$ cat src/ccwa_pkg.sv
// ---------------------------------------------------------------------------
// ccwa_pkg
// Shared constants, flag bundle and arctangent table for the angle pipeline.
// ---------------------------------------------------------------------------
package ccwa_pkg;

  localparam int COORD_WIDTH_DEF   = 32;
  localparam int CORDIC_STAGES_DEF = 30;
  localparam int NORM_BITS         = 40;
  localparam int CD_W              = NORM_BITS + 3;  // cordic x/y with growth headroom
  localparam int Z_W               = 34;             // angle accumulator
  localparam int ANG_W             = 32;
  localparam int TOL_W             = 29;

  localparam logic [TOL_W-1:0]      TOL_RESET = 29'd268;
  localparam logic signed [Z_W-1:0] TWO_PI_Q  = 34'sd1686629713;
  localparam logic signed [Z_W-1:0] HALF_PI_Q = 34'sd421657428;

  typedef struct packed {
    logic mirror;
    logic both_zero;
    logic d_neg;
    logic p_neg;
    logic p_zero;
  } ccwa_flags_t;

  // atan(2^-i) in Q6.28, rounded
  function automatic logic signed [Z_W-1:0] atan_step(input int i);
    logic signed [Z_W-1:0] r;
    case (i)
      0:       r = 34'sd210828714;
      1:       r = 34'sd124459457;
      2:       r = 34'sd65760959;
      3:       r = 34'sd33381290;
      4:       r = 34'sd16755422;
      5:       r = 34'sd8385879;
      6:       r = 34'sd4193963;
      7:       r = 34'sd2097109;
      8:       r = 34'sd1048571;
      9:       r = 34'sd524287;
      10:      r = 34'sd262144;
      11:      r = 34'sd131072;
      default: r = (i <= 28) ? (34'sd1 <<< (28 - i)) : 34'sd0;
    endcase
    return r;
  endfunction

endpackage

$ cat src/ccwa_post.sv
// ---------------------------------------------------------------------------
// ccwa_post
// Near-zero trap, wrap into 0..2*pi, mirror for -Z normal; output register.
// ---------------------------------------------------------------------------
module ccwa_post (
  input  logic                              clk,
  input  logic                              rst_n,
  input  logic                              ce,
  input  logic                              in_valid,
  input  logic signed [ccwa_pkg::Z_W-1:0]   angle,
  input  ccwa_pkg::ccwa_flags_t             flags,
  input  logic [ccwa_pkg::TOL_W-1:0]        tol,
  output logic                              out_valid,
  output logic [ccwa_pkg::ANG_W-1:0]        angle_rad
);
  import ccwa_pkg::*;

  logic signed [Z_W-1:0] tol_s, a1_r, m;
  logic                  trap, v1_r, v2_r, zr_r, mir_r;
  logic [ANG_W-1:0]      ang_r;

  assign tol_s = Z_W'(tol);
  assign trap  = (angle > -tol_s) && (angle < tol_s);
  assign m     = mir_r ? (TWO_PI_Q - a1_r) : a1_r;

  always_ff @(posedge clk) begin
    if (!rst_n) begin
      v1_r <= 1'b0;
      v2_r <= 1'b0;
    end else if (ce) begin
      v1_r <= in_valid;
      v2_r <= v1_r;
    end
  end

  always_ff @(posedge clk) begin
    if (ce) begin
      // after a trap add the value is positive, so at most one 2*pi is added
      a1_r  <= angle + ((trap || angle < 0) ? TWO_PI_Q : '0);
      zr_r  <= flags.both_zero || (trap && !flags.p_neg && !flags.p_zero);
      mir_r <= flags.mirror;

      ang_r <= (zr_r || m < 0) ? '0 : m[ANG_W-1:0];
    end
  end

  assign out_valid = v2_r;
  assign angle_rad = ang_r;

endmodule

$ cat config.mk
export PLATFORM = sky130hd
export DESIGN_NAME = ccwa_post
export DESIGN_NICKNAME = d
export VERILOG_FILES = /design/src/ccwa_pkg.sv /design/src/ccwa_post.sv
export SDC_FILE = /design/constraint.sdc
export NUM_CORES = 1
export LEC_CHECK = 0
export BUFFER_PORTS_ARGS = -buffer_cell sky130_fd_sc_hd__buf_2
export CORE_MARGIN = 2
export CORE_UTILIZATION = 40
export CTS_BUF_LIST = sky130_fd_sc_hd__clkbuf_4 sky130_fd_sc_hd__clkbuf_8
export CTS_CLUSTER_DIAMETER = 200
export DETAILED_ROUTE_END_ITERATION = 10
export GPL_TIMING_DRIVEN = 0
export PLACE_DENSITY = 0.57
export SLEW_MARGIN = 20
export SYNTH_ARGS = -nofsm -noshare
export SYNTH_HDL_FRONTEND = slang
export SYNTH_SLANG_ARGS = --single-unit
$ cat constraint.sdc
create_clock -name clk -period 9.8 [get_ports clk]
set_clock_uncertainty 0.15 [all_clocks]
set_input_delay 1.96 -clock clk [delete_from_list [all_inputs] [get_ports clk]]
set_output_delay 1.96 -clock clk [all_outputs]
set_load 0.01 [all_outputs]
==> results_dict.tcl <==
set metrics [dict create \
    crit_cells 24 \
    number_of_buffers_inserted_during_clock_tree_synthesis 9 \
    cts.reportedPaths.clkPinSlew_ns 0.07 \
    total_negative_setup_slacks_ns 0 \
    critPathKind "in2reg" \
    area_growth_syn_to_layout_pct 16.32 \
    share_of_the_synthesized_area_in_compound_gates_ao_oa_aoi_oai_pct 15.43 \
    dpl_cell_area_sq_um 6822 \
    core_area_sq_um 14640 \
    io_buffer_count 103 \
    insertedDiodeCount 0 \
    nFillCells 1472 \
    maximum_operating_frequency_ghz 0.1169 \
    drc 0 \
    final_min_period_over_clock_period_pct 87.25 \
    synth_top_family_by_area "simple AND/OR/NAND/NOR gates" \
    fin_util_pct 48.05 \
    synth_top_flop_cell "edfxtp_1" \
    route.detailed.wl_per_inst_um 14.04 \
    overflow 0 \
    delay_contributed_by_the_slowest_stage_of_the_critical_path_ns 0.57 \
    synth-xor-area-share_pct 12.02 \
    final-instance-count-excl-fill 941 \
    power.leakage_uw 0.002999 \
    worst_path_max_delay_cell "or4_4" \
    place_worst_setup_slack_ns 0.7540 \
    yosysUniqueCellTypes 56 \
    crit-reg2reg-launch "a1_r[1]" \
    max-slew-margin-rel_pct 45.58 \
    cts_buffer_depth 2 \
    ff2ff_setup_slack_ns 6.37 \
    clock_tree.htree_level_count 3 \
    worstPathBufferInverterCount 1 \
    num_vias 4910 \
    worstPathRequired_ns 9.75 \
    routed_wl_um 13210 \
    syn_area_sq_um 6050 \
    synth_fa_ha_area_share_pct 16.75 \
    crit_path_cell_trace "buf_2 > or4_4 > nor4_2 > nand3_2 > nor4_4 > nand2_1 > nor3_2 > xnor2_1 > ha_1 > nand4_1 > nor4_1 > nand4_1 > a31oi_1 > nor3_1 > mux2_2 > o21bai_2 > ha_1 > a41oi_1 > o21bai_1 > a221o_1 > and3_1 > nor3_1 > o21ai_1 > xor2_1" \
    synth_seq_area_share_pct 34.42 \
    dr.first_iter.drc_count 189 \
    critPathLaunchType "input port" \
    design.final.nets 905 \
    ys_seq_elements 70 \
    die-width_um 127.0 \
    commonest_cells_after_routing_fill_and_taps_aside "105 x buf_2, 81 x ha_1, 68 x edfxtp_1" \
    firstDrtPassIters 4 \
    ioPinCount 105 \
    grt_pass1_wl_um 22480 \
    worst-slew-pin-transition_ns 0.8114 \
    cp_data_arrival_time_ns 8.50 \
    power.ir.vdd_worst_mv 0.06022 \
    max_slew_violation_count 0 \
    worstPathMaxFanout 16 \
    number_of_nets_with_antenna_violations_after_routing 0 \
    crit_path_start "tol[3]" \
    hold-path-cell-count 2 \
    postSynth.asyncResetShare_pct 0 \
    insertion_delay_ns 0.34 \
    synthesis.yosys.warnings 0 \
    finalInstanceArea_sq_um 7037 \
    yosys.area_share.simple_pct 17.60 \
    grt_antenna_before_repair 0 \
    fp.dieArea_sq_um 16120 \
    synth-edff-count 68 \
    reg2reg_depth 10 \
    postSynthCellCount 637 \
    cap_viol_max_count 0 \
    fp-row-count 44 \
    synth_area_per_cell_sq_um 9.497 \
    maximum_number_of_pins_on_one_net_before_global_route_repair 38 \
    run_status "finished, final reports clean" \
    placedCellCount 925 \
    detail_route.vias_per_cell 5.218 \
    period_minus_slack_ns 8.551 \
    drive_above_1_share_pct 18.89 \
    tritoncts "built" \
    initial_core_util_pct 41.31 \
    cpLargestDelayFamily "simple AND/OR/NAND/NOR gates" \
    clockRootBuffer "clkbuf_8" \
    dp_hpwl_um 11430 \
    cts.repair.resized 0 \
    synth.net_count 790 \
    layout_commonest_cell "buf_2" \
    grt_util_all_layers_pct 16.97 \
    grt_setup_unrepaired "no" \
    finalHoldViolations 0 \
    pwr_density_cell_nw_per_um2 127.5 \
    muxShareOfSynthArea_pct 0.6825 \
    hp-start "out_valid" \
    cts_setup_buffers 0 \
    cts-hold-fix-buffers 0 \
    grt_pass1_vias 4910 \
    die_height_um 127.0 \
    min_path_type "reg2reg" \
    setup-violations-final 0 \
    clock-sinks 70 \
    final.setup.worst_slack_ns 1.249 \
    gp_congestion 0.8716 \
    setup.worst_path.end_class "flop" \
]
per-stage QoR:
| stage | total power [uW] | hold WS (ns) |
|---|---|---|
| final | 896.9 | 0.3742 |
| after global routing | 958.1 | 0.4271 |
| after CTS | 905.9 | 0.3779 |
| after detailed placement | 667.8 | 0.3599 |
| after global placement | 660.6 | 0.3420 |
| after floorplan | 574.6 | 0.3324 |
worst register-to-register path, stage by stage, from the launching register on:
cell	delay, ns
edfxtp_1	0.38
inv_1	0.08
ha_1	0.22
nand2b_1	0.10
a21oi_1	0.10
o21a_1	0.26
o311ai_1	0.63
a211oi_1	0.16
a211oi_1	0.68
buf_2	0.36
nor2_1	0.08
cells by family after synthesis:
group | count (synthesis)
xor+xnor | 83
fa+ha+maj | 81
simple gates | 202
buf+inv | 49
compound gates | 148
mux | 4
flops | 70
power by group:
group / internal, uW / leakage, uW / switching, uW
clock network: 141 / 0.000109 / 96.7
logic: 111 / 0.00218 / 150
registers: 376 / 0.000706 / 22.3
worst paths after layout:
path	endpoint
max	a1_r[32]
min	out_valid
max reg2reg	angle_rad[21]
min reg2reg	out_valid
routing by layer:
layer	global-route usage (%)	routed length, um
met3	2.513	635
met2	29.22	6126
met1	22.23	6228
met4	4.977	223
met5	0	0
flip-flops by register name (all words and copies together) (netlist names):
signal     count
out_valid      1
angle_rad     32
v1_r           1
mir_r          1
a1_r          34
zr_r           1
cell usage after synthesis (3+ instances only):
library cell	n	area (sq um)
a31oi_1	10	62.56
o21ai_1	5	25.02
a21o_1	13	97.59
buf_2	3	15.01
nand4_1	14	87.58
or3_1	5	31.28
nor2b_1	8	50.05
a21oi_1	43	215.2
o21bai_1	6	45.04
nor3_1	16	80.08
nand2b_1	7	43.79
o31a_1	4	35.03
or2_2	3	18.77
o21a_1	4	30.03
inv_1	42	157.7
or4_4	3	33.78
xnor2_1	55	481.7
o311ai_1	3	26.28
nor3_2	3	30.03
o21ai_0	30	150.1
mux2i_1	3	30.03
o31ai_1	6	45.04
a211oi_1	6	45.04
xor2_1	28	245.2
ha_1	81	1013
nand3_1	17	85.08
and3_1	7	43.79
nor4_1	6	37.54
edfxtp_1	68	2042
o211ai_1	3	22.52
nand2_1	40	150.1
nor2_1	61	229.0
o41ai_1	3	26.28
nor4_4	3	63.81
layout make-up:
| cell class | count | area, sq um | area share, % |
|---|---|---|---|
| buffer | 6 | 26.28 | 0.3734 |
| clock buffer | 13 | 172.7 | 2.454 |
| clock inverter | 3 | 42.54 | 0.6046 |
| inverter | 43 | 161.4 | 2.294 |
| multi-input combinational | 518 | 3784 | 53.77 |
| sequential | 70 | 2082 | 29.59 |
| tap | 184 | 230.2 | 3.272 |
| timing repair buffer | 104 | 538.0 | 7.646 |
Power figures use the tool's default switching activity.
